<file path="src/rtl/mrh_pkg.sv">
// Package for the four-lane multiply-rotate hash core.
// Holds the constants, FSM and handshake types, and the byte-piece helper
// functions. It depends on nothing else.
package mrh_pkg;

   localparam int unsigned LENGTH_BITS_DEFAULT = 32;

   // Mixing constants.
   localparam logic [63:0] K0 = 64'ha0761d6478bd642f;
   localparam logic [63:0] K1 = 64'he7037ed1a0b428db;
   localparam logic [63:0] K2 = 64'h8ebc6af09c88c6e3;
   localparam logic [63:0] K3 = 64'h589965cc75374cc3;
   localparam logic [63:0] K4 = 64'h1d8e4e27c47d124f;
   localparam logic [63:0] K5 = 64'heb44accab455d165;

   // Digit-serial multiplier geometry.
   localparam int unsigned DIGIT_BITS   = 4;
   localparam int unsigned MUL_STEPS    = 64 / DIGIT_BITS;
   localparam int unsigned MUL_CNT_BITS = $clog2(MUL_STEPS);

   // Configuration register map.
   localparam int unsigned CSR_ADDR_BITS = 2;
   typedef enum logic [CSR_ADDR_BITS-1:0] {
      CSR_HASH_SEED  = 2'd0,
      CSR_SWAP_BYTES = 2'd1
   } csr_addr_type;

   typedef enum logic [3:0] {
      ST_IDLE,
      ST_BYTES,
      ST_GROUP,
      ST_MIX_A,
      ST_MIX_B,
      ST_FIN_TAIL,
      ST_FIN_A,
      ST_FIN_B,
      ST_FIN_C,
      ST_FIN_D,
      ST_OUT
   } state_type;

   // Request to and status from the shared multiplier.
   typedef struct packed {
      logic        start;
      logic [63:0] a;
      logic [63:0] b;
   } mul_req_type;

   typedef struct packed {
      logic        busy;
      logic        done;
      logic [63:0] product;
   } mul_rsp_type;

   function automatic logic [63:0] rotl(input logic [63:0] x, input int unsigned r);
      return (x << r) | (x >> (64 - r));
   endfunction

   function automatic logic [63:0] lane_mul_in(input logic [1:0] lane);
      logic [63:0] k;
      case (lane)
         2'd0:    k = K1;
         2'd1:    k = K2;
         2'd2:    k = K3;
         default: k = K4;
      endcase
      return k;
   endfunction

   function automatic logic [63:0] lane_mul_out(input logic [1:0] lane);
      logic [63:0] k;
      case (lane)
         2'd0:    k = K3;
         2'd1:    k = K4;
         2'd2:    k = K5;
         default: k = K1;
      endcase
      return k;
   endfunction

   function automatic logic [63:0] rotl_lane(input logic [63:0] x, input logic [1:0] lane);
      logic [63:0] y;
      case (lane)
         2'd0:    y = rotl(x, 27);
         2'd1:    y = rotl(x, 28);
         2'd2:    y = rotl(x, 30);
         default: y = rotl(x, 31);
      endcase
      return y;
   endfunction

   // Takes nb bytes from offset off of w, in the selected byte order.
   function automatic logic [63:0] piece(input logic [63:0] w, input logic [2:0] off,
                                         input logic [3:0] nb, input logic swap);
      logic [63:0] v;
      logic [2:0]  src;
      logic [2:0]  sh;
      v = '0;
      for (int i = 0; i < 8; i++) begin
         if (4'(i) < nb) begin
            src = off + 3'(i);
            sh  = swap ? 3'(nb - 4'd1 - 4'(i)) : 3'(i);
            v[8*sh +: 8] = w[8*src +: 8];
         end
      end
      return v;
   endfunction

   // Packs a short tail of n bytes as 32-, 16- and 8-bit pieces, high first.
   function automatic logic [63:0] tail_pack(input logic [63:0] w, input logic [2:0] n,
                                             input logic swap);
      logic [63:0] v;
      logic [63:0] p;
      logic [2:0]  off;
      logic [2:0]  rem;
      v   = '0;
      off = 3'd0;
      rem = n;
      if (rem >= 3'd4) begin
         v   = piece(w, off, 4'd4, swap);
         off = 3'd4;
         rem = rem - 3'd4;
      end
      if (rem >= 3'd2) begin
         p   = piece(w, off, 4'd2, swap);
         v   = {v[47:0], p[15:0]};
         off = off + 3'd2;
         rem = rem - 3'd2;
      end
      if (rem >= 3'd1) begin
         p = piece(w, off, 4'd1, swap);
         v = {v[55:0], p[7:0]};
      end
      return v;
   endfunction

endpackage

</file>
<file path="src/rtl/mrh_mul.sv">
// Digit-serial 64 x 64 multiplier giving the low 64 product bits.
// One digit of the multiplier operand is consumed per cycle. Uses mrh_pkg.
module mrh_mul import mrh_pkg::*; (
   input  logic        clock,
   input  logic        reset,
   input  mul_req_type mreq,
   output mul_rsp_type mrsp
);

   logic [63:0]             a_ff, a_in;
   logic [63:0]             b_ff, b_in;
   logic [63:0]             prod_ff, prod_in;
   logic [MUL_CNT_BITS-1:0] cnt_ff, cnt_in;
   logic                    busy_ff, busy_in;
   logic                    done_ff, done_in;
   logic [63:0]             digit_sum;

   // Partial product of a and the low digit of b, built from shifted copies of a.
   always_comb begin
      digit_sum = '0;
      for (int j = 0; j < DIGIT_BITS; j++) begin
         if (b_ff[j]) digit_sum = digit_sum + (a_ff << j);
      end
   end

   // Shift-and-add step: one digit of b times a per cycle.
   always_comb begin
      a_in    = a_ff;
      b_in    = b_ff;
      prod_in = prod_ff;
      cnt_in  = cnt_ff;
      busy_in = busy_ff;
      done_in = 1'b0;
      if (mreq.start) begin
         a_in    = mreq.a;
         b_in    = mreq.b;
         prod_in = '0;
         cnt_in  = '0;
         busy_in = 1'b1;
      end else if (busy_ff) begin
         prod_in = prod_ff + digit_sum;
         a_in    = a_ff << DIGIT_BITS;
         b_in    = b_ff >> DIGIT_BITS;
         cnt_in  = cnt_ff + MUL_CNT_BITS'(1);
         if (cnt_ff == MUL_CNT_BITS'(MUL_STEPS - 1)) begin
            busy_in = 1'b0;
            done_in = 1'b1;
         end
      end
   end

   always_ff @(posedge clock) begin
      a_ff    <= a_in;
      b_ff    <= b_in;
      prod_ff <= prod_in;
      cnt_ff  <= cnt_in;
      if (reset) begin
         busy_ff <= 1'b0;
         done_ff <= 1'b0;
      end else begin
         busy_ff <= busy_in;
         done_ff <= done_in;
      end
   end

   assign mrsp.busy    = busy_ff;
   assign mrsp.done    = done_ff;
   assign mrsp.product = prod_ff;

endmodule

</file>
<file path="config.mk">
export PLATFORM = sky130hd
export DESIGN_NAME = mrh_mul
export DESIGN_NICKNAME = d
export VERILOG_FILES = /design/src/rtl/mrh_pkg.sv /design/src/rtl/mrh_mul.sv
export SDC_FILE = /design/constraint.sdc
export NUM_CORES = 1
export LEC_CHECK = 0
export CORE_ASPECT_RATIO = 0.7
export CORE_MARGIN = 5
export CORE_UTILIZATION = 40
export DETAILED_ROUTE_END_ITERATION = 16
export DONT_BUFFER_PORTS = 1
export HOLD_SLACK_MARGIN = 0.15
export MAX_ROUTING_LAYER = met4
export PLACE_DENSITY = 0.62
export SYNTH_ARGS = -nofsm -noshare
export SYNTH_HDL_FRONTEND = slang
export SYNTH_SLANG_ARGS = --single-unit
</file>
<file path="constraint.sdc">
create_clock -name clock -period 11.6 [get_ports clock]
set_clock_uncertainty 0.05 [all_clocks]
set_input_delay 1.74 -clock clock [delete_from_list [all_inputs] [get_ports clock]]
set_output_delay 1.74 -clock clock [all_outputs]
set_load 0.01 [all_outputs]
</file>
==> impl_metrics.ini <==
[worst_setup_path]
required_ns = 11.94
critPathMaxFanout = 42
max_stage_delay_ns = 0.44
crit_top_cell = a21o_1
cp_num_buf_inv = 2
critPathLaunchType = flop
slowest_stage = edfxtp_1
worstSetupEndpointType = flop
path_class = reg2reg
crit_family = compound AO/OA/AOI/OAI gates
cp.arrival_ns = 11.42

[drt]
wl_um = 75250
drc = 0
antenna_left = 0
viasPerCell = 5.946
detail_route.wl_per_cell_um = 20.77
drt-pass1-iter-count = 5
drt_iter0_drc = 1742
vias = 21538

[job]
max_cap_viol_count = 0

[clocking]
cts.sinks = 198
htreeDepth = 4
cts_hold_buf = 0
clock_latency_ns = 0.50
clockBufferDepth = 2
numCtsBuffers = 17
cts_tree = built
cts_root_buffer = clkbuf_16
cts.reportedPaths.clkPinSlew_ns = 0.09

[placed_design]
port_buffers = 0
hpwl_um = 59340
gp_congestion = 0.9593

[status]
status = finished clean

[floorplanning]
core_region_area_sq_um = 58520
die_h_um = 213.8
rows = 74
die_x_um = 301.1
num_io_pins = 197
die-area_sq_um = 64360
start_util = 0.4054

[layout]
area_growth_pct = 7.711
finalNetCount = 3186
layout-drive-gt1-share = 0.1315
final_core_util = 0.4367

[synthesis]
synth-seq-cells = 198
avgSynthCellArea_sq_um = 8.298
syn-instance-count = 2859
syn_nets = 3236
ys.flop_type = edfxtp_1
yosysSeqAreaShare = 0.2211
syn-cell-area_sq_um = 23720
ys_warn_count = 0
synthArstFlopShare = 0
synth.distinct_cells = 91
synth_edf_count = 128

[global_routing]
grt-ovfl-total = 0
grt_max_degree = 179
grt.total_usage = 0.2343
antenna_found_initial = 1
grt_pass1_wl_um = 116800
grt_pass1_vias = 20369

[power]
power_density_nw_per_um2 = 261.2
vdd_ir_drop_max_mv = 0.1708
leakage_uw = 0.01135

[sta]
period_share = 0.9554
final.setup.tns_ns = 0
finalSetupViolations = 0
max_freq_mhz = 90.23
hold_viol = 0
period_needed_ns = 11.08
worst_pin_slew_ns = 0.9797
final_max_slew_viol_count = 0
max_slew_margin = 0.3455

[hold_path]
hp-class = reg2reg
==> flip-flops by register name, summed over array words and instances (netlist names) <==
| name | flops |
|---|---|
| done_ff | 1 |
| cnt_ff | 4 |
| busy_ff | 1 |
| prod_ff | 64 |
| b_ff | 64 |
| a_ff | 64 |
==> stage by stage <==
step	instance area, sq um	std cells	hold WS [ns]	total power [uW]	setup slack, ns
after floorplan	23720	2859	0.4121	4703	1.088
after global placement	24630	3578	0.4315	5879	0.3981
after detailed placement	24630	3578	0.4342	5901	0.1877
after CTS	25230	3610	0.4520	6566	0.1658
after global routing	25550	3622	0.4848	7240	-0.1126
final	25550	3622	0.4484	6674	0.5171
==> cell usage in the layout (no fill, tap or decap), types with 25 or more instances in the layout <==
| cell type | n |
|---|---|
| and2_1 | 50 |
| edfxtp_1 | 128 |
| nor2b_1 | 34 |
| nor2_1 | 191 |
| nand3_1 | 57 |
| mux2_2 | 203 |
| buf_4 | 62 |
| mux2i_1 | 53 |
| o21bai_1 | 49 |
| nand2_1 | 243 |
| a21o_1 | 174 |
| xor2_1 | 93 |
| nand4_1 | 54 |
| ha_1 | 239 |
| dfxtp_1 | 69 |
| o21ai_0 | 165 |
| and3_1 | 25 |
| nor3_1 | 31 |
| inv_1 | 105 |
| nand2b_1 | 33 |
| xnor2_1 | 130 |
| a21oi_1 | 287 |
==> final cells by class <==
cell class                 instances  area [sq um]
clock inverter                    15         182.7
sequential                       198          5246
multi-input combinational       2422         17800
timing repair buffer              64         496.7
antenna                            2         5.005
fill                            5815         32960
inverter                         106         402.9
tap                              798         998.5
clock buffer                      17         425.4
==> report_power, final <==
part	internal (uW)	switching [uW]
clock network	294	338
registers	895	233
logic	2090	2830
==> path summary, 6_finish.rpt <==
kind | slack, ns | cells past startpoint | end | from
worst max-delay path | 0.52 | 48 | prod_ff[63] | b_ff[0]
worst min-delay path | 0.45 | 2 | done_ff | cnt_ff[3]
worst max register to register | 0.52 | 48 | prod_ff[63] | b_ff[0]
worst min register to register | 0.45 | 2 | done_ff | cnt_ff[3]
==> what timing repair did <==
item                                    CTS  global route
buffers inserted                          0            10
endpoints found under the setup margin    0            13
gates resized for setup                   0            51
==> kinds of logic after synthesis <==
family / synth area share
muxes: 0.1198
adders and majority gates: 0.1314
AOI/OAI and AO/OA: 0.2476
DFF: 0.2211
xor gates and xnor gates: 0.08270
buffers and inverters: 0.03882
and+or+nand+nor: 0.1586
==> layer usage <==
metal	vias to the layer above	global-route usage	wire [um]
li1	10502	-	-
met3	67	0.03866	4124
met1	10362	0.3217	35850
met5	-	-	0
met2	607	0.3711	34280
met4	0	0.04255	983
==> tightest hold or removal path, stage by stage (launching register included) <==
cell and delay [ns]:
dfxtp_1 0.33, nand3_1 0.08, nor3_1 0.05
==> synthesized netlist by cell type (all sizes together), types with 15 or more instances <==
library cell  number  area (sq um)
nor2             193         724.4
o31ai             17         146.4
xor2              94         823.3
o211ai            15         112.6
edfxtp           128          3844
nand2            243         912.1
buf               17         87.58
a211oi            20         155.1
inv              106         397.9
nand4             54         337.8
clkbuf           116         435.4
o21ai            176         880.8
and3              26         167.7
mux2i             53         530.5
o21bai            50         375.4
o21a              23         172.7
a31oi             30         187.7
and2              52         327.8
dfxtp             70          1401
nor2b             35         219.0
mux2             205          2312
a21o             174          1306
xnor2            130          1139
a21oi            294          1486
nand3             57         285.3
ha               242          3028
nand2b            33         206.5
nor3              31         155.2
Power figures use the tool's default switching activity.
